File: config.mk
export PLATFORM = sky130hd
export DESIGN_NAME = unsigned_to_decimal_ascii
export DESIGN_NICKNAME = d
export VERILOG_FILES = /design/src/rtl/u2da_pkg.sv /design/src/rtl/u2da_ctrl.sv /design/src/rtl/u2da_dp.sv /design/src/rtl/unsigned_to_decimal_ascii.sv
export VERILOG_INCLUDE_DIRS = /design/src /design/src/rtl
export SDC_FILE = /design/constraint.sdc
export NUM_CORES = 1
export LEC_CHECK = 0
export BUFFER_PORTS_ARGS = -buffer_cell sky130_fd_sc_hd__buf_2
export CORE_MARGIN = 1.5
export CORE_UTILIZATION = 45
export CTS_BUF_LIST = sky130_fd_sc_hd__clkbuf_16
export CTS_CLUSTER_DIAMETER = 40
export DETAILED_ROUTE_END_ITERATION = 8
export GPL_TIMING_DRIVEN = 0
export REMOVE_ABC_BUFFERS = 1
export SLEW_MARGIN = 20
export SYNTH_ARGS = -nofsm -noshare
export SYNTH_HDL_FRONTEND = slang
export SYNTH_HIERARCHICAL = 1
export SYNTH_SLANG_ARGS = --single-unit
File: constraint.sdc
create_clock -name clk -period 5.1 [get_ports clk]
set_clock_uncertainty 0.2 [all_clocks]
set_input_delay 0.51 -clock clk [delete_from_list [all_inputs] [get_ports clk]]
set_output_delay 0.51 -clock clk [all_outputs]
set_load 0.005 [all_outputs]
File: src/rtl/unsigned_to_decimal_ascii_macros.svh
// Assertion helpers for the decimal ASCII converter.
// Both expect clk and rst_n in scope at the point of use.
`ifndef UNSIGNED_TO_DECIMAL_ASCII_MACROS_SVH
`define UNSIGNED_TO_DECIMAL_ASCII_MACROS_SVH

`ifndef SYNTHESIS
// Checked only out of reset.
`define U2DA_ASSERT(lbl, prop, msg) \
  lbl: assert property (@(posedge clk) disable iff (!rst_n) prop) else $error(msg);
// Checked on every edge, reset included.
`define U2DA_ASSERT_ALWAYS(lbl, prop, msg) \
  lbl: assert property (@(posedge clk) prop) else $error(msg);
`else
`define U2DA_ASSERT(lbl, prop, msg)
`define U2DA_ASSERT_ALWAYS(lbl, prop, msg)
`endif

`endif

File: src/rtl/u2da_pkg.sv
`default_nettype none

package u2da_pkg;

  localparam int DIGIT_W = 4;
  localparam int CHAR_W  = 6;
  localparam int CAP_W   = 16;

  localparam logic [CAP_W-1:0]   CAP_RESET  = 16'd11;
  localparam logic [CHAR_W-1:0]  ASCII_ZERO = 6'h30;
  localparam logic [DIGIT_W-1:0] DABBLE_LIM = 4'd5;
  localparam logic [DIGIT_W-1:0] DABBLE_ADD = 4'd3;

  typedef enum logic [3:0] {
    ST_IDLE  = 4'b0001,
    ST_CONV  = 4'b0010,
    ST_COUNT = 4'b0100,
    ST_EMIT  = 4'b1000
  } state_t;

  // controller -> datapath
  typedef struct packed {
    logic load;   // capture the input value, clear the BCD word
    logic shift;  // one double-dabble step
    logic count;  // size the result and check it against the buffer
    logic next;   // step to the next lower digit
  } cmd_t;

  // datapath -> controller
  typedef struct packed {
    logic shift_done;  // current step is the final one
    logic last;        // current result closes the transaction
  } sts_t;

endpackage

`default_nettype wire

File: src/rtl/u2da_ctrl.sv
`default_nettype none

module u2da_ctrl (
  input  wire logic          clk,
  input  wire logic          rst_n,
  input  wire logic          in_valid,
  output logic               in_ready,
  output logic               out_valid,
  input  wire logic          out_ready,
  output u2da_pkg::cmd_t     cmd,
  input  wire u2da_pkg::sts_t sts
);

  u2da_pkg::state_t state_r, state_nxt;

  always_comb begin
    state_nxt = state_r;
    cmd       = '0;
    in_ready  = 1'b0;
    out_valid = 1'b0;
    case (state_r)
      u2da_pkg::ST_IDLE: begin
        // nothing is taken while reset is held
        in_ready = rst_n;
        if (in_valid && in_ready) begin
          cmd.load  = 1'b1;
          state_nxt = u2da_pkg::ST_CONV;
        end
      end
      u2da_pkg::ST_CONV: begin
        cmd.shift = 1'b1;
        if (sts.shift_done) begin
          state_nxt = u2da_pkg::ST_COUNT;
        end
      end
      u2da_pkg::ST_COUNT: begin
        cmd.count = 1'b1;
        state_nxt = u2da_pkg::ST_EMIT;
      end
      u2da_pkg::ST_EMIT: begin
        out_valid = 1'b1;
        if (out_ready) begin
          if (sts.last) begin
            state_nxt = u2da_pkg::ST_IDLE;
          end else begin
            cmd.next = 1'b1;
          end
        end
      end
      default: begin
        state_nxt = u2da_pkg::ST_IDLE;
      end
    endcase
  end

  always_ff @(posedge clk) begin
    if (!rst_n) begin
      state_r <= u2da_pkg::ST_IDLE;
    end else begin
      state_r <= state_nxt;
    end
  end

endmodule

`default_nettype wire

File: src/rtl/u2da_dp.sv
`default_nettype none

module u2da_dp #(
  parameter int VALUE_WIDTH = 32,
  parameter int MAX_DIGITS  = 10,
  localparam int NDIG   = ((VALUE_WIDTH * 1233) >> 12) + 1,
  localparam int BCD_W  = NDIG * u2da_pkg::DIGIT_W,
  localparam int SH_W   = $clog2(VALUE_WIDTH),
  localparam int CNTF_W = $clog2(NDIG + 1),
  localparam int IDX_W  = $clog2(NDIG),
  localparam int CNT_W  = $clog2(MAX_DIGITS + 1)
) (
  input  wire logic                          clk,
  input  wire logic                          rst_n,
  input  wire logic [VALUE_WIDTH-1:0]        in_value,
  input  wire logic                          cfg_we,
  input  wire logic [u2da_pkg::CAP_W-1:0]    cfg_buffer_capacity,
  input  wire u2da_pkg::cmd_t                cmd,
  output u2da_pkg::sts_t                     sts,
  output logic [u2da_pkg::CHAR_W-1:0]        out_digit_char,
  output logic [CNT_W-1:0]                   out_num_digits,
  output logic                               out_fits,
  output logic                               out_last
);

  logic [u2da_pkg::CAP_W-1:0] cap_r;
  logic [VALUE_WIDTH-1:0]     val_r, val_nxt;
  logic [BCD_W-1:0]           bcd_r, bcd_nxt, bcd_adj;
  logic [SH_W-1:0]            sh_cnt_r, sh_cnt_nxt;
  logic [CNTF_W-1:0]          cnt_r, cnt_nxt, cnt_calc;
  logic [IDX_W-1:0]           idx_r, idx_nxt;
  logic                       refuse_r, refuse_nxt, refuse_calc;
  logic [u2da_pkg::DIGIT_W-1:0] cur_digit;

  always_ff @(posedge clk) begin
    if (!rst_n) begin
      cap_r <= u2da_pkg::CAP_RESET;
    end else if (cfg_we) begin
      cap_r <= cfg_buffer_capacity;
    end
  end

  // add 3 to every digit of 5 or more ahead of the shift
  always_comb begin
    logic [u2da_pkg::DIGIT_W-1:0] dig;
    for (int i = 0; i < NDIG; i++) begin
      dig = bcd_r[i*u2da_pkg::DIGIT_W +: u2da_pkg::DIGIT_W];
      bcd_adj[i*u2da_pkg::DIGIT_W +: u2da_pkg::DIGIT_W] =
        (dig >= u2da_pkg::DABBLE_LIM) ? dig + u2da_pkg::DABBLE_ADD : dig;
    end
  end

  // highest nonzero digit sets the count; zero still has one digit
  always_comb begin
    cnt_calc = CNTF_W'(1);
    for (int i = 1; i < NDIG; i++) begin
      if (bcd_r[i*u2da_pkg::DIGIT_W +: u2da_pkg::DIGIT_W] != '0) begin
        cnt_calc = CNTF_W'(i + 1);
      end
    end
  end

  assign refuse_calc = (u2da_pkg::CAP_W'(cnt_calc) >= cap_r) ||
                       (32'(cnt_calc) > 32'(MAX_DIGITS));

  always_comb begin
    val_nxt    = val_r;
    bcd_nxt    = bcd_r;
    sh_cnt_nxt = sh_cnt_r;
    cnt_nxt    = cnt_r;
    idx_nxt    = idx_r;
    refuse_nxt = refuse_r;
    if (cmd.load) begin
      val_nxt    = in_value;
      bcd_nxt    = '0;
      sh_cnt_nxt = '0;
    end
    if (cmd.shift) begin
      bcd_nxt    = {bcd_adj[BCD_W-2:0], val_r[VALUE_WIDTH-1]};
      val_nxt    = {val_r[VALUE_WIDTH-2:0], 1'b0};
      sh_cnt_nxt = sh_cnt_r + SH_W'(1);
    end
    if (cmd.count) begin
      cnt_nxt    = cnt_calc;
      refuse_nxt = refuse_calc;
      idx_nxt    = refuse_calc ? '0 : IDX_W'(cnt_calc - CNTF_W'(1));
    end
    if (cmd.next) begin
      idx_nxt = idx_r - IDX_W'(1);
    end
  end

  always_ff @(posedge clk) begin
    val_r    <= val_nxt;
    bcd_r    <= bcd_nxt;
    sh_cnt_r <= sh_cnt_nxt;
    cnt_r    <= cnt_nxt;
    idx_r    <= idx_nxt;
    refuse_r <= refuse_nxt;
  end

  assign sts.shift_done = (sh_cnt_r == SH_W'(VALUE_WIDTH - 1));
  assign sts.last       = refuse_r || (idx_r == '0);

  assign cur_digit = bcd_r[idx_r*u2da_pkg::DIGIT_W +: u2da_pkg::DIGIT_W];

  assign out_digit_char  = refuse_r ? '0 :
                           u2da_pkg::ASCII_ZERO + u2da_pkg::CHAR_W'(cur_digit);
  // on a fitting result the count is at most MAX_DIGITS
  assign out_num_digits  = refuse_r ? '0 : CNT_W'(cnt_r);
  assign out_fits        = !refuse_r;
  assign out_last        = sts.last;

endmodule

`default_nettype wire

File: src/rtl/unsigned_to_decimal_ascii.sv
// Unsigned binary to decimal ASCII converter.
// Input channel in_valid/in_ready/in_value: one unsigned number per
// transaction. Output channel out_valid/out_ready carries one decimal digit
// per transaction, most significant first: out_digit_char ('0'..'9'),
// out_num_digits (digits in the whole number), out_fits, and out_last on
// the final digit. Zero gives the single digit '0'.
// cfg_valid/cfg_ready/cfg_buffer_capacity sets the buffer size (reset 11);
// when the digit count reaches it, or exceeds MAX_DIGITS, a single
// transaction comes out with fits, count and char all zero and last set.
// Timing: one number at a time. Once a number is accepted, the controller
// runs the double-dabble shift steps (ST_CONV) and then the sizing step
// (ST_COUNT) before the first digit can be taken. Digits then go out at
// one per cycle while out_ready is high; a stall holds the current digit.
// The next number is taken the cycle after out_last is accepted. Most of
// the time per number goes to the shift loop through the BCD register.
// Reset (synchronous, rst_n low) drops any conversion in flight and restores
// the buffer capacity to 11; in_ready and cfg_ready stay low while it is held.
`default_nettype none

`include "unsigned_to_decimal_ascii_macros.svh"

module unsigned_to_decimal_ascii #(
  parameter int VALUE_WIDTH = 32,
  parameter int MAX_DIGITS  = 10
) (
  input  wire logic                                clk,
  input  wire logic                                rst_n,
  input  wire logic                                in_valid,
  output logic                                     in_ready,
  input  wire logic [VALUE_WIDTH-1:0]              in_value,
  output logic                                     out_valid,
  input  wire logic                                out_ready,
  output logic [u2da_pkg::CHAR_W-1:0]              out_digit_char,
  output logic [$clog2(MAX_DIGITS+1)-1:0]          out_num_digits,
  output logic                                     out_fits,
  output logic                                     out_last,
  input  wire logic                                cfg_valid,
  output logic                                     cfg_ready,
  input  wire logic [u2da_pkg::CAP_W-1:0]          cfg_buffer_capacity
);

  u2da_pkg::cmd_t cmd;
  u2da_pkg::sts_t sts;

  assign cfg_ready = rst_n;

  u2da_ctrl u_ctrl (
    .clk       (clk),
    .rst_n     (rst_n),
    .in_valid  (in_valid),
    .in_ready  (in_ready),
    .out_valid (out_valid),
    .out_ready (out_ready),
    .cmd       (cmd),
    .sts       (sts)
  );

  u2da_dp #(
    .VALUE_WIDTH (VALUE_WIDTH),
    .MAX_DIGITS  (MAX_DIGITS)
  ) u_dp (
    .clk                 (clk),
    .rst_n               (rst_n),
    .in_value            (in_value),
    .cfg_we              (cfg_valid && cfg_ready),
    .cfg_buffer_capacity (cfg_buffer_capacity),
    .cmd                 (cmd),
    .sts                 (sts),
    .out_digit_char      (out_digit_char),
    .out_num_digits      (out_num_digits),
    .out_fits            (out_fits),
    .out_last            (out_last)
  );

  `U2DA_ASSERT_ALWAYS(a_reset_idle, !rst_n ##1 rst_n |-> in_ready && !out_valid, "not idle")
  `U2DA_ASSERT(a_one_at_a_time, !(in_ready && out_valid), "input taken while emitting")
  `U2DA_ASSERT(a_last_frees, out_valid && out_ready && out_last |=> in_ready, "stuck after last")
  `U2DA_ASSERT(a_refusal_form, out_valid && !out_fits |-> out_last && out_num_digits == '0 && out_digit_char == '0, "malformed refusal")
  `U2DA_ASSERT(a_digit_range, out_valid && out_fits |-> out_digit_char >= 6'h30 && out_digit_char <= 6'h39, "digit out of range")

endmodule

`default_nettype wire

==> impl_results.md, run 1 <==
* Critical Path Slowest Stage Cell: sky130_fd_sc_hd__edfxtp_1
* Setup tns final at 0 ns
* Number of gates given a new drive strength after cts at 0
* Crit path max fanout at 5
* First-pass GRT wire length at 18600 µm
* Path type of the worst setup path: reg2reg
* Number of setup buffers added after CTS at 0
* Critical Path, Cell by Cell: inv_1, ha_1, or3b_1, nor2_1, a21boi_1, o21ai_1, ha_1, o21ai_0, a21oi_1, nor3_1, o22ai_2, o31ai_1
* Clock-pin slew reported for the worst setup and hold paths after clock tree synthesis at 0.07 ns
* Cell type with the highest occurrence count on the critical path: sky130_fd_sc_hd__ha_1
* Slowest stage delay, CP at 0.48 ns
* Status: completed
* Share of synthesized area occupied by flip-flops and latches at 50.0%
* Share of layout cells above drive strength 1 at 19.6%
* Top-area cell type share of the netlist area at 42.9%
* Launch point of the worst reg-to-reg path: u_dp/bcd_r[12]
* Max-Slew Margin vs Limit at 39.7%
* Final setup violation count at 0
* Htree depth at 3
* Core area at 12800 µm²
* Input/output buffers at 67
* Most common flop cell mapped by yosys: sky130_fd_sc_hd__edfxtp_1
* Die area at 13900 µm²
* Critical path data required time at 5.05 ns
* Violation count after the first detailed-routing iteration at 231
* Routed length per placed instance at 14.6 µm
* Cells after Synth at 515
* Most common library cell in the layout ignoring fill and taps: sky130_fd_sc_hd__edfxtp_1
* CTS tree: yes
* Maximum number of pins on one net before global-route repair at 44
* Number of cells in the design after placement at 732
* Number of nets in the final layout at 653
* Area of the multi-input gates at 2720 µm²
* HPWL Detailed at 7750 µm
* Post-layout minimum cycle time at 3.40 ns
* Remaining antenna violation count at 0
* Worst Hold Class: in2reg
* Number of distinct library cells after synthesis at 53
* Number of flops mapped to enable cells by yosys at 85
* Initial core utilization at 46.5%
* Number of sinks driven by the clock tree at 106
* Total vias in the final route at 3860
* Leading cell types in the layout, fill and taps excluded: sky130_fd_sc_hd__edfxtp_1, sky130_fd_sc_hd__buf_2, sky130_fd_sc_hd__nand2_1
* Filler Cell Count at 1128
* Reported leakage power at 2.63 nW
* Vertical extent of the die at 118 µm
* Number of clock buffers inserted by TritonCTS at 9
* Type of destination of the critical path: register
* Sort of element at the start of the critical path: register
* Floorplan row count at 41
* CTS max path bufs at 2
* Vias per Instance at 5.16
* Total of max-cap violations at 0
* Fraction of registers with async set/reset at 0%
* Start point of the critical path: u_dp/bcd_r[12]
* Final cycle utilization of the critical path at 66.7%
* GRT Residual Overflow at 0
* Area used by sequential logic in the layout at 2970 µm²
* Antenna violations before repair at 0
* Final wirelength at 11000 µm
* Number of max-slew violations in the final report at 0
* Origin of the worst min-delay path: cfg_buffer_capacity[3]
* Length of the first detailed-routing pass in iterations at 4
* Final RePlAce weighted congestion at 0.767
* Actual slew at the worst max-slew pin at 0.905 ns
* Worst IR Drop VDD at 0.181 mV
* Growth of design area from synthesis to finish at 13.4%
* Post-synthesis instance area at 5940 µm²
* Area contributors post-synth: sky130_fd_sc_hd__edfxtp_1, sky130_fd_sc_hd__dfxtp_1, sky130_fd_sc_hd__ha_1
* Root Buffer Master: sky130_fd_sc_hd__clkbuf_16
* Ports placed on the boundary at 68
* Clock network latency to the later pin of the worst-skew pair at 0.35 ns
* Synthesis warning total at 6
* Cell type with the highest aggregate area in the netlist: sky130_fd_sc_hd__edfxtp_1
* Avg Inst Size Synth at 11.5 µm²
* GRT Total Usage at 16.6%
* Width of the die at 118 µm
* Count of hold buffers inserted by post-cts repair at 0
* Via count of the first global-routing pass at 3731
* Synth Register Bits at 106
* PwrDens at 302 nW/µm²
* Endpoints failing hold at 0
* Non-filler instance count after layout at 748
* RSZ-0062 raised after global routing: no
* Maximum achievable frequency at 0.294 GHz
* Data arrival time of the worst path at 3.35 ns
* Core occupancy in the finished layout at 52.8%
* Ant. Diodes at 0
* Final routed DRC violation total at 0
## registers in the layout (all words and copies together), names as in the netlist
register and count:
u_dp/bcd_r 40, u_dp/val_r 32, u_dp/cap_r 16, u_dp/sh_cnt_r 5
u_ctrl/state_r 4, u_dp/cnt_r 4, u_dp/idx_r 4, u_dp/refuse_r 1
## through the flow
stage | setup slack, ns | total power [mW] | hold WS [ns] | area [µm²]
after CTS | 1.69 | 2.07 | 0.176 | 6740
after floorplan | -0.0384 | 1.24 | 0.247 | 5790
after detailed placement | 1.75 | 1.33 | 0.285 | 6430
after global placement | -3.49 | 1.32 | 0.276 | 6340
after global routing | 1.45 | 2.13 | 0.200 | 6740
final | 1.70 | 2.04 | 0.188 | 6740
## path summary, 6_finish.rpt
path / to / slack (ns) / cells after the start
min: u_dp/cap_r[3] / 0.19 / 3
min reg2reg: u_dp/cap_r[3] / 0.29 / 2
max: u_dp/idx_r[2] / 1.70 / 12
max reg2reg: u_dp/idx_r[2] / 1.70 / 12
## critical path: cells and delay by family, from the launching register on
| kind | cells | cell delay (ns) |
|---|---|---|
| simple gates | 3 | 0.83 |
| flops | 1 | 0.48 |
| buf+inv | 1 | 0.09 |
| compound gates | 6 | 1.10 |
| fa+ha+maj | 2 | 0.51 |
## layout make-up
type | instances | share of cell area [%]
Tap cell | 172 | 3.19
Multi-Input combinational cell | 351 | 40.4
Inverter | 30 | 1.67
Timing Repair Buffer | 73 | 6.05
Clock inverter | 7 | 1.26
Clock buffer | 9 | 3.34
Sequential cell | 106 | 44.1
## routing by layer
| metal | GRT usage [%] | routed length, µm | vias up |
|---|---|---|---|
| li1 | - | - | 1956 |
| met1 | 24.0 | 5510 | 1825 |
| met2 | 24.5 | 4890 | 66 |
| met3 | 3.88 | 406 | 13 |
| met4 | 5.26 | 152 | 0 |
| met5 | 0 | 0 | - |
## cells in the mapped netlist, types with 8 or more instances
cell type and number:
sky130_fd_sc_hd__a21oi_1 11, sky130_fd_sc_hd__nor3b_1 12, sky130_fd_sc_hd__and2_1 28, sky130_fd_sc_hd__a21boi_0 10
sky130_fd_sc_hd__buf_4 8, sky130_fd_sc_hd__a22o_1 30, sky130_fd_sc_hd__nor2_1 24, sky130_fd_sc_hd__inv_1 30
sky130_fd_sc_hd__ha_1 29, sky130_fd_sc_hd__xor2_1 12, sky130_fd_sc_hd__nand2_1 45, sky130_fd_sc_hd__mux2i_1 23
sky130_fd_sc_hd__clkbuf_1 16, sky130_fd_sc_hd__edfxtp_1 85, sky130_fd_sc_hd__nor2b_1 22, sky130_fd_sc_hd__xnor2_1 13
sky130_fd_sc_hd__nand2b_1 13, sky130_fd_sc_hd__dfxtp_1 21, sky130_fd_sc_hd__o21ai_0 23
## power by group
part | switching [mW] | internal, mW
Sequential | 0.0525 | 1.01
Clock | 0.300 | 0.425
Combinational | 0.132 | 0.120
## cells by family (layout without fill, tap and decap cells)
kind of cell	after synthesis	count (layout)	share of synthesized area (%)
buf+inv	58	119	4.53
compound gates	98	98	12.2
simple gates	168	168	16.5
flops	106	106	50.0
mux	31	31	6.97
xor+xnor	25	25	3.68
fa+ha+maj	29	29	6.11
Power figures use the tool's default switching activity.
==> inputs of run 2 (changes only) <==
ABC_AREA = 1   (was not set)
PLACE_DENSITY = 0.66   (was not set)
clock period = 2.9 ns   (was 5.1 ns; I/O delays follow)
==> impl_results.md, run 2 <==
* Ant. Diodes at 0
* Vias per Instance at 5.06
* Top-area cell type share of the netlist area at 42.5%
* Total of max-cap violations at 0
* Number of sinks driven by the clock tree at 106
* Synth Register Bits at 106
* Area of the multi-input gates at 2600 µm²
* Most common library cell in the layout ignoring fill and taps: sky130_fd_sc_hd__nand2_1
* Reported leakage power at 3.17 nW
* Final setup violation count at 0
* Start point of the critical path: u_dp/bcd_r[33]
* Ports placed on the boundary at 68
* Largest registers: u_dp/bcd_r (40), u_dp/val_r (32), u_dp/cap_r (16)
* Final cycle utilization of the critical path at 93.5%
* Register with the highest flop count: u_dp/bcd_r
* Share of synthesized area occupied by flip-flops and latches at 49.5%
* Antenna violations before repair at 0
* Status: completed
* Length of the first detailed-routing pass in iterations at 5
* Filler Cell Count at 1221
* Cell type with the highest aggregate area in the netlist: sky130_fd_sc_hd__edfxtp_1
* Cell Area, Placed at 6460 µm²
* Actual slew at the worst max-slew pin at 0.531 ns
* Share of layout cells above drive strength 1 at 22.1%
* First-pass GRT wire length at 21700 µm
* R2R cell count at 15
* Critical path data required time at 2.80 ns
* Initial core utilization at 45.7%
* Vertical extent of the die at 119 µm
* Number of flops mapped to enable cells by yosys at 85
* Growth of design area from synthesis to finish at 19.1%
* Endpoints failing hold at 0
* Total vias in the final route at 4918
* Number of distinct library cells after synthesis at 39
* Post-synth top cells: sky130_fd_sc_hd__nand2_1, sky130_fd_sc_hd__edfxtp_1, sky130_fd_sc_hd__inv_1
* Violation count after the first detailed-routing iteration at 392
* Data arrival time of the worst path at 2.61 ns
* Remaining antenna violation count at 0
* Worst Hold Class: in2reg
* Avg Inst Size Synth at 8.56 µm²
* Maximum achievable frequency at 0.369 GHz
* Htree depth at 3
* Max-Slew Margin vs Limit at 64.5%
* Crit path max fanout at 3
* CTS max path bufs at 2
* Maximum number of pins on one net before global-route repair at 53
* Final RePlAce weighted congestion at 0.875
* Synthesis warning total at 6
* Area used by sequential logic in the layout at 2970 µm²
* Worst IR Drop VDD at 0.405 mV
* Sort of element at the start of the critical path: register
* Post-synthesis instance area at 6010 µm²
* Launch point of the worst reg-to-reg path: u_dp/bcd_r[33]
* Routed length per placed instance at 13.2 µm
* CTS tree: yes
* HPWL Detailed at 8440 µm
* Number of clock buffers inserted by TritonCTS at 9
* Final routed DRC violation total at 0
* Cells after Synth at 702
* Fraction of registers with async set/reset at 0%
* Type of destination of the critical path: register
* Post-route cell area at 7150 µm²
* Final wirelength at 12800 µm
* Number of cells in the design after placement at 917
* Clock-pin slew reported for the worst setup and hold paths after clock tree synthesis at 0.07 ns
* Leading cell types in the layout, fill and taps excluded: sky130_fd_sc_hd__nand2_1, sky130_fd_sc_hd__edfxtp_1, sky130_fd_sc_hd__inv_1
* Via count of the first global-routing pass at 4773
* Most common flop cell mapped by yosys: sky130_fd_sc_hd__edfxtp_1
* Number of max-slew violations in the final report at 0
* Hold Crit Depth at 3
* Core area at 13100 µm²
* Number of nets in the final layout at 873
* GRT Total Usage at 18.8%
* Width of the die at 119 µm
* Root Buffer Master: sky130_fd_sc_hd__clkbuf_16
* Clock network latency to the later pin of the worst-skew pair at 0.35 ns
* Post-layout minimum cycle time at 2.71 ns
* Floorplan row count at 42
* Number of flip-flops under the largest register name at 40
* Die area at 14100 µm²
* GRT Residual Overflow at 0
* Core occupancy in the finished layout at 54.4%
* PwrDens at 470 nW/µm²
* Most used standard cell by instance count after synthesis: sky130_fd_sc_hd__nand2_1
* Area contributors post-synth: sky130_fd_sc_hd__edfxtp_1, sky130_fd_sc_hd__nand2_1, sky130_fd_sc_hd__dfxtp_1
* Path type of the worst setup path: reg2reg
* Origin of the worst min-delay path: cfg_buffer_capacity[2]
* Non-filler instance count after layout at 972
* Input/output buffers at 67
run 2: where the power goes:
| group | switching (mW) | internal, mW |
|---|---|---|
| clock | 0.571 | 0.592 |
| combinational | 0.242 | 0.165 |
| sequential | 0.0525 | 1.74 |
run 2: path summary, 6_finish.rpt:
| check | slack [ns] | to |
|---|---|---|
| worst min-delay path | 0.02 | u_dp/cap_r[2] |
| worst max-delay path | 0.19 | u_dp/idx_r[0] |
| worst min register to register | 0.27 | u_dp/val_r[0] |
| worst max register to register | 0.19 | u_dp/idx_r[0] |
run 2: area by class of cell:
| class | instances | share of cell area, % |
|---|---|---|
| multi-input cells | 471 | 36.4 |
| clock buffers | 9 | 3.15 |
| inverters | 95 | 5.09 |
| well taps | 176 | 3.08 |
| clock inverters | 7 | 0.752 |
| repair buffers | 108 | 10.0 |
| flip-flops and latches | 106 | 41.6 |
run 2: repair_timing:
action | CTS | global route
pin swaps | 0 | 3
hold buffers | 16 | 0
endpoints found under the hold margin | 16 | 0
resized for setup | 3 | 20
setup buffers | 1 | 22
setup endpoints to repair | 55 | 56
run 2: critical path, cell delays in order, from the launching register on:
cell,delay [ns]
sky130_fd_sc_hd__edfxtp_1,0.42
sky130_fd_sc_hd__inv_1,0.13
sky130_fd_sc_hd__ha_1,0.20
sky130_fd_sc_hd__nand2_1,0.09
sky130_fd_sc_hd__nor2_2,0.13
sky130_fd_sc_hd__nand2_1,0.12
sky130_fd_sc_hd__nor2_4,0.13
sky130_fd_sc_hd__inv_1,0.07
sky130_fd_sc_hd__ha_1,0.30
sky130_fd_sc_hd__nand2_1,0.08
sky130_fd_sc_hd__nor2_1,0.11
sky130_fd_sc_hd__nand4_1,0.15
sky130_fd_sc_hd__nand4_2,0.16
sky130_fd_sc_hd__inv_1,0.07
sky130_fd_sc_hd__nand2_1,0.06
sky130_fd_sc_hd__o21ai_1,0.06
run 2: cell families (layout without fill, tap and decap cells):
family	after synthesis	after routing	synth area share (%)
AND/OR/NAND/NOR	294	294	22.3
AO/OA/AOI/OAI	137	137	12.0
buffers and inverters	125	219	8.50
flip-flops	106	106	49.5
adder cells (fa/ha/maj)	29	29	6.04
XOR/XNOR	11	11	1.60
run 2: per-stage QoR:
stage	TNS [ns]	power [mW]	hold WS (ns)	setup WS (ns)
finish	0	3.36	0.0196	0.188
global route	-0.0176	3.51	0.0239	-0.0112
CTS	0	3.36	0.00718	0.0639
detailed placement	-11.77	2.18	0.265	-0.227
global placement	-283.21	2.16	0.251	-3.31
floorplan	-111.02	2.05	0.174	-1.46
run 2: metal layers:
layer  GRT usage, %  share of wire, %  up-vias
li1               -                 -     2508
met1           24.2                46     2294
met2           31.9                49      107
met3           4.92               4.4        9
met4           4.44              0.87        0
met5              0                 0        -
